===== src/hdl/weighted_score_cache_replacement_defines.svh =====
// Assertion macros for the weighted score replacement block.
`ifndef WEIGHTED_SCORE_CACHE_REPLACEMENT_DEFINES_SVH
`define WEIGHTED_SCORE_CACHE_REPLACEMENT_DEFINES_SVH
// Implication checked on every rising clock edge outside reset.
`define WSCR_ASSERT_IMPL(label, ante, cons) \
  label: assert property (@(posedge clk) disable iff (!rst_n) (ante) |-> (cons)) \
    else $error("assertion failed");
// Next-cycle implication checked outside reset.
`define WSCR_ASSERT_NEXT(label, ante, cons) \
  label: assert property (@(posedge clk) disable iff (!rst_n) (ante) |=> (cons)) \
    else $error("assertion failed");
`endif


===== src/hdl/wscr_ram.sv =====
// Generic single-port RAM with registered read.
module wscr_ram #(
  parameter int WIDTH = 8,
  parameter int DEPTH = 16
) (
  input  logic                     clk,
  input  logic                     we,
  input  logic [$clog2(DEPTH)-1:0] addr,
  input  logic [WIDTH-1:0]         wdata,
  output logic [WIDTH-1:0]         rdata
);
  logic [WIDTH-1:0] mem [DEPTH];
  always_ff @(posedge clk) begin
    if (we) mem[addr] <= wdata;
    rdata <= mem[addr];
  end
endmodule


===== config.mk =====
export PLATFORM = sky130hd
export DESIGN_NAME = wscr_ram
export DESIGN_NICKNAME = d
export VERILOG_FILES = /design/src/hdl/weighted_score_cache_replacement_defines.svh /design/src/hdl/wscr_ram.sv
export SDC_FILE = /design/constraint.sdc
export NUM_CORES = 1
export LEC_CHECK = 0
export ABC_AREA = 1
export BUFFER_PORTS_ARGS = -buffer_cell sky130_fd_sc_hd__buf_2
export CORE_MARGIN = 3
export CORE_UTILIZATION = 35
export DETAILED_ROUTE_END_ITERATION = 8
export GPL_TIMING_DRIVEN = 0
export SKIP_LAST_GASP = 1
export SYNTH_ARGS = -nofsm -noshare
export SYNTH_HDL_FRONTEND = slang
export SYNTH_SLANG_ARGS = --single-unit
export TNS_END_PERCENT = 10

===== constraint.sdc =====
create_clock -name clk -period 2.05 [get_ports clk]
set_input_delay 0.205 -clock clk [delete_from_list [all_inputs] [get_ports clk]]
set_output_delay 0.205 -clock clk [all_outputs]
set_load 0.02 [all_outputs]

==> reports/results.ini <==
[floorplanning]
start_util=0.363
die_y_um=132
design.die.area_sq_um=17500
ioPinCount=22
rows=45
coreArea_sq_um=15400
die_width_um=132

[route]
viasPerCell=4.50
wl_mm=12.6
drc_errors=0
vias=3641
post_drt_wl_per_cell_um=15.5
ant_nets=0
dr.first_iter.drc_count=341
first_pass_iters=4

[timing]
tns_ns=0
tightest_slew_ns=0.792
hold_viol=0
period_needed_ns=1.74
relSlewSlack=0.470
setup_viol=0
fmax_ghz=0.576
slew_viol_final=0
skew_ns=0.00715
rsz0062_at_grt=no
period_share=0.847

[clocking]
cts_buffers=17
clkSlewWorstSetupHoldPaths_ns=0.06
tritoncts=built
ctsHtreeMaxLevel=4
cts_setup_buffers=0
cts_resized=0
cts_hold_buffers=0
clockBufferDepth=2
cts_sinks=136
cts_root_buf=clkbuf_16
clkLatencyLatePin_ns=0.42

[grt]
grtUsageTotal=0.151
grt_max_degree=17
grt_pass1_vias=3688
grt.overflow.total=0
grt_pass1_wl_mm=20.1
antenna_found_initial=0

[yosys]
synth_cells=548
ys_seq_elements=136
ys_warn_count=0
syn-num-nets=562
synth_top_area_share=0.687
synth_cell_types=11
synth_top_area_cell=edfxtp_1
syn_avg_cell_area_sq_um=10.2
netlist_area_sq_um=5590
ys_top_cells_by_area=edfxtp_1, nand2_1, dfxtp_1, inv_1, nor2_1
yosysSeqAreaShare=0.716

[pwr]
ir_drop_uv=530
power_density_nw_per_um2=985
p_leak_nw=2.77

[critical_path]
critPathSlowestCell=nor2_1
max_stage_delay_ns=0.68
r2r_start=mem[4][0]
arrival_ns=1.78
end_kind=register
crit_required_ns=2.09
crit_fanout=10
critPathLaunch=addr[1]
worstPathCellList=buf_2 -> clkbuf_1 -> nand3_1 -> nor2_1
critical_path_class=primary input to register
startpoint_type=primary input

[status]
status=complete, no violations

[flow_run]
drv_cap=0

[placed_design]
dpl.hpwl_mm=8.20
gp_congestion=0.904
dpl-instance-area_sq_um=5960
portBuffers=20

[finish]
final_area_sq_um=6520
multi_input_area_sq_um=1390
layout_commonest_cell=nand2_1
final_cell_mix=nand2_1, edfxtp_1, buf_2, inv_1, nor2_1
ff_latch_area_sq_um=4000
area_delta_synth_final_pct=16.6
nets=601
drive_gt1_frac=0.115
nFillCells=1518
antenna_cells=0

[worst_hold_path]
worstHoldPathType=primary input to register
hp-start=wdata[5]

kinds of logic (layout without fill, tap and decap cells):
logic type	Yosys count	after routing	synth area share
AND/OR/NAND/NOR	368	368	0.248
flip-flops	136	136	0.716
buffers and inverters	44	95	0.0362
layer usage:
layer / vias up / track usage / wire length, um
met3: 20 / 0.0380 / 954
li1: 1824 / - / -
met2: 111 / 0.233 / 5890
met5: - / 0 / 0
met4: 0 / 0.0624 / 231
met1: 1686 / 0.206 / 5500
final cells by class:
cell class	count	share of cell area
well taps	211	0.0405
plain buffers	21	0.0179
repair buffers	20	0.0154
clock inverters	13	0.0203
flip-flops and latches	136	0.614
multi-input cells	368	0.213
clock buffers	18	0.0658
inverters	23	0.0132
flip-flops by register name, indices dropped and copies added (netlist names):
name	count
mem	128
rdata	8
metrics by stage:
stage          hold WS (ns)   util  power [W]  cells  setup slack (ns)
5_1_grt               0.220  0.423    0.00666    810             0.227
2_1_floorplan         0.304      -    0.00342    548             0.468
3_5_place_dp          0.626  0.386    0.00359    779           -0.0967
3_3_place_gp          0.625  0.386    0.00358    779            -0.110
6_report              0.203  0.423    0.00642    810             0.314
4_1_cts               0.202  0.423    0.00646    810             0.338
cells in the mapped netlist:
cell type,n
inv_1,21
clkbuf_1,3
nand2_1,346
buf_2,12
buf_4,6
edfxtp_1,128
nand3_1,4
inv_2,1
nor2_1,18
dfxtp_1,8
clkinv_1,1
worst max-delay path, delay by kind of cell:
| family | cells | cell delay [ns] |
|---|---|---|
| AND/OR/NAND/NOR | 2 | 1.00 |
| buffers and inverters | 2 | 0.57 |
report_power, final:
group	internal, W	leakage, nW	total [W]	switching, W
registers	0.00311	1.22	0.00313	0.0000154
clock network	0.00177	0.267	0.00289	0.00112
logic	0.000107	1.28	0.000403	0.000296
total	0.00499	2.77	0.00642	0.00143
final timing paths:
check	endpoint	slack [ns]	depth (start not counted)
max	mem[10][4]	0.31	4
min	mem[5][5]	0.20	1
min reg2reg	rdata[6]	0.71	8
max reg2reg	rdata[0]	1.01	8
Note: power is estimated with default switching activity, not from simulation.
