## src/hdl/weighted_score_cache_replacement_defines.svh

```systemverilog
// Assertion macros for the weighted score replacement block.
`ifndef WEIGHTED_SCORE_CACHE_REPLACEMENT_DEFINES_SVH
`define WEIGHTED_SCORE_CACHE_REPLACEMENT_DEFINES_SVH
// Implication checked on every rising clock edge outside reset.
`define WSCR_ASSERT_IMPL(label, ante, cons) \
  label: assert property (@(posedge clk) disable iff (!rst_n) (ante) |-> (cons)) \
    else $error("assertion failed");
// Next-cycle implication checked outside reset.
`define WSCR_ASSERT_NEXT(label, ante, cons) \
  label: assert property (@(posedge clk) disable iff (!rst_n) (ante) |=> (cons)) \
    else $error("assertion failed");
`endif

```

## src/hdl/wscr_pkg.sv

```systemverilog
// Shared types, constants and functions of the weighted score replacement block.
package wscr_pkg;
  localparam int SETS = 2048;
  localparam int WAYS = 16;
  localparam int SET_W = $clog2(SETS);
  localparam int WAY_W = $clog2(WAYS);
  localparam int ENT_W = SET_W + WAY_W;
  localparam int ENTRIES = SETS * WAYS;
  // way entry: age, use count, page group, stamp
  localparam int WENT_W = 4 + 4 + 16 + 64;
  // set entry: spatial, frequent, recent, choice, window start
  localparam int SENT_W = 32 * 3 + 2 + 64;
  localparam logic [31:0] STAT_CAP = 32'hFFFF_FFFF;

  localparam logic [1:0] CFG_PHASE_WINDOW = 2'd0;
  localparam logic [1:0] CFG_FREQ_THRESH = 2'd1;
  localparam logic [1:0] CFG_RECENT_DEPTH = 2'd2;

  // request kinds
  localparam logic ACT_VICTIM = 1'b0;
  localparam logic ACT_ACCESS = 1'b1;

  typedef struct packed {
    logic [3:0]  age;
    logic [3:0]  cnt;
    logic [15:0] page;
    logic [63:0] stamp;
  } way_ent_t;

  typedef struct packed {
    logic [31:0] sp;
    logic [31:0] fr;
    logic [31:0] rc;
    logic [1:0]  choice;
    logic [63:0] wstart;
  } set_ent_t;

  // weight triple in tenths: recency, frequency, page
  function automatic logic [11:0] weights(input logic [1:0] c);
    case (c)
      2'd0: weights = {4'd5, 4'd3, 4'd2};
      2'd1: weights = {4'd2, 4'd3, 4'd5};
      2'd2: weights = {4'd2, 4'd6, 4'd2};
      default: weights = {4'd7, 4'd2, 4'd1};
    endcase
  endfunction

  function automatic logic [31:0] bump(input logic [31:0] v);
    bump = (v != STAT_CAP) ? v + 32'd1 : v;
  endfunction
endpackage

```

## src/hdl/wscr_score.sv

```systemverilog
// Score of one way: weighted recency, infrequency, page mismatch and age.
module wscr_score (
  input  logic [11:0]  wts,
  input  wscr_pkg::way_ent_t ent,
  input  logic [15:0]  page,
  input  logic [63:0]  clock,
  output logic [63:0]  score
);
  import wscr_pkg::*;
  logic [63:0] age_t;
  logic [31:0] age_c;
  logic [63:0] t0, t1, t2, t3;
  always_comb begin
    age_t = clock - ent.stamp;
    age_c = (age_t[63:32] != 32'd0) ? 32'hFFFF_FFFF : age_t[31:0];
    t0 = 64'(wts[11:8]) * 64'(ent.age) * 64'(15 * 409600);
    t1 = 64'(wts[7:4]) * 64'(4'd15 - ent.cnt) * 64'(WAYS * 409600);
    t2 = (ent.page != page) ? 64'(wts[3:0]) * 64'(15 * WAYS * 409600) : 64'd0;
    t3 = 64'(age_c) * 64'(150 * WAYS);
    score = t0 + t1 + t2 + t3;
  end
endmodule

```

## config.mk

```make
export PLATFORM = sky130hd
export DESIGN_NAME = wscr_score
export DESIGN_NICKNAME = d
export VERILOG_FILES = /design/src/hdl/weighted_score_cache_replacement_defines.svh /design/src/hdl/wscr_pkg.sv /design/src/hdl/wscr_score.sv
export SDC_FILE = /design/constraint.sdc
export NUM_CORES = 1
export LEC_CHECK = 0
export BUFFER_PORTS_ARGS = -buffer_cell sky130_fd_sc_hd__clkbuf_2
export CORE_MARGIN = 4
export CORE_UTILIZATION = 51
export DETAILED_ROUTE_END_ITERATION = 12
export PLACE_DENSITY = 0.73
export SYNTH_ARGS = -nofsm -noshare
export SYNTH_HDL_FRONTEND = slang
export SYNTH_SLANG_ARGS = --single-unit
```

## constraint.sdc

```tcl
create_clock -name vclk -period 46.6
set_input_delay 9.32 -clock vclk [all_inputs]
set_output_delay 9.32 -clock vclk [all_outputs]
set_load 0.02 [all_outputs]
```

==> impl_metrics.ini <==
[worst_setup_path]
cp_common_cell = ha_1
arrival_ps = 20780
cp-endpoint = score[38]
worstSetupStartpointType = input port
slowest_stage = o21ai_0
end_kind = output port
cp_max_fo = 48
required_ps = 37280
critPathKind = input port to output port
critical_path.startpoint = ent[46]
critPathMaxStageDelay_ps = 830

[synthesis]
avgSynthCellArea_um2 = 7.67
synth_warnings = 0
post_synth_inst_count = 1972
netlist_area_mm2 = 0.0151
yosysUniqueCellTypes = 77
yosysSeqAreaShare_pct = 0

[job]
cap_violations = 0

[cells_and_area]
seq_cell_count = 0
clkbuf_count = 0
layout_common_cells = 320 x ha_1, 306 x inv_1, 220 x clkbuf_2, 168 x a21oi_1, 123 x fa_1
drive_gt1_share_pct = 11.8
final_common_cell = ha_1
syn_to_final_growth_pct = 8.34
fillers = 2768
multi_input_area_mm2 = 0.0136
num-nets-final = 2764
final-seq-area_um2 = 0
diodes = 0

[clock_network]
postCtsHoldBufs = 0
cts_resized = 0
cts_setup_buffers = 0

[routing]
drtIter0Drc = 877
first_pass_iters = 5
vias = 14400
wire_per_inst_um = 16.2
drc_errors = 0
ant_nets = 0
wirelength_um = 40800
via_per_inst = 5.71

[grt]
antenna_found_initial = 0
grtUsageTotal_pct = 24.0
grt_pass1_wl_um = 68200
grt_overflow = 0
grt_start_max_net_pins = 50
grt_pass1_vias = 14400

[timing]
rsz0062_at_grt = no
maxSlewViolCount = 0
finalSetupTns_ps = 0
slew_headroom_pct = 29.1
final_hold_viol_count = 0
setup_viol = 0
tightest_slew_ps = 1050
min_period_ps = 30100
clock.fmax_mhz = 33.2
post-route-period-util_pct = 64.6

[placed_design]
gp_congestion = 1.05
dp_hpwl_um = 36400
port_buffers = 220

[floorplanning]
fp.dieArea_mm2 = 0.0325
die_w_um = 180
initial_core_util_pct = 52.1
num_rows = 62
die_h_um = 180
core_mm2 = 0.0290
io_pins = 244

[min_path]
hold_depth = 5
hold_class = input port to output port

[run_status]
status = completed
-- synthesized netlist by cell type (all sizes together), types with 44 or more instances --
cell type / number / area, um^2
nor3: 47 / 235
xnor2: 90 / 788
o21ai: 93 / 465
xor2: 64 / 561
a21oi: 171 / 867
fa: 123 / 2460
nor2: 89 / 334
nand2: 118 / 443
or3: 46 / 293
buf: 52 / 335
nand4: 44 / 282
a21o: 45 / 338
inv: 306 / 1150
ha: 320 / 4000
-- worst max-delay path: cells and delay by family --
family,cells,cell delay [ps]
AOI/OAI and AO/OA,15,4110
xor gates and xnor gates,2,310
adders and majority gates,10,3660
buffers and inverters,6,640
and+or+nand+nor,12,2710
-- cells by family (layout without fill, tap and decap cells) --
kind of cell	count (synthesis)	after routing	share of synthesized area, %
xor gates and xnor gates	154	154	8.92
adders and majority gates	443	443	42.7
AOI/OAI and AO/OA	479	479	20.1
and+or+nand+nor	502	502	17.2
other	1	24	0.0248
muxes	8	8	0.562
buffers and inverters	385	529	10.5
-- through the flow --
| step | hold slack [ps] | setup slack [ps] | instance area, um^2 | instances | utilization (%) |
|---|---|---|---|---|---|
| finish | 19360 | 16500 | 16400 | 2523 | 56.5 |
| global route | 19420 | 15950 | 16400 | 2523 | 56.5 |
| global placement | 19370 | 16800 | 16400 | 2523 | 56.5 |
| detailed placement | 19360 | 16690 | 16400 | 2523 | 56.5 |
| CTS | 19370 | 16660 | 16400 | 2523 | 56.5 |
| floorplan | 19090 | 18190 | 15200 | 1995 | - |
-- area by class of cell --
| class | instances | share of cell area (%) |
|---|---|---|
| Multi-Input combinational cell | 1610 | 83.2 |
| Timing Repair Buffer | 223 | 6.86 |
| Tap cell | 384 | 2.93 |
| Inverter | 306 | 7.01 |
-- worst min-delay path by stage --
stage	from	slack, ps	endpoint
detailed placement	ent[0]	19360	score[5]
floorplan	wts[8]	19090	score[14]
global route	ent[0]	19420	score[5]
CTS	ent[0]	19370	score[5]
global placement	wts[8]	19370	score[14]
finish	wts[8]	19360	score[14]
-- per-layer routing --
layer	up-vias	part of all wire (%)	GRT usage [%]
met1	6781	45	32.5
met5	-	0	0
li1	7112	-	-
met3	48	4.7	0.908
met2	460	49	44.0
met4	0	1.6	3.02
Power is not shown: default switching activity piles up to over one toggle a cycle in this logic, so the estimate is an artifact.
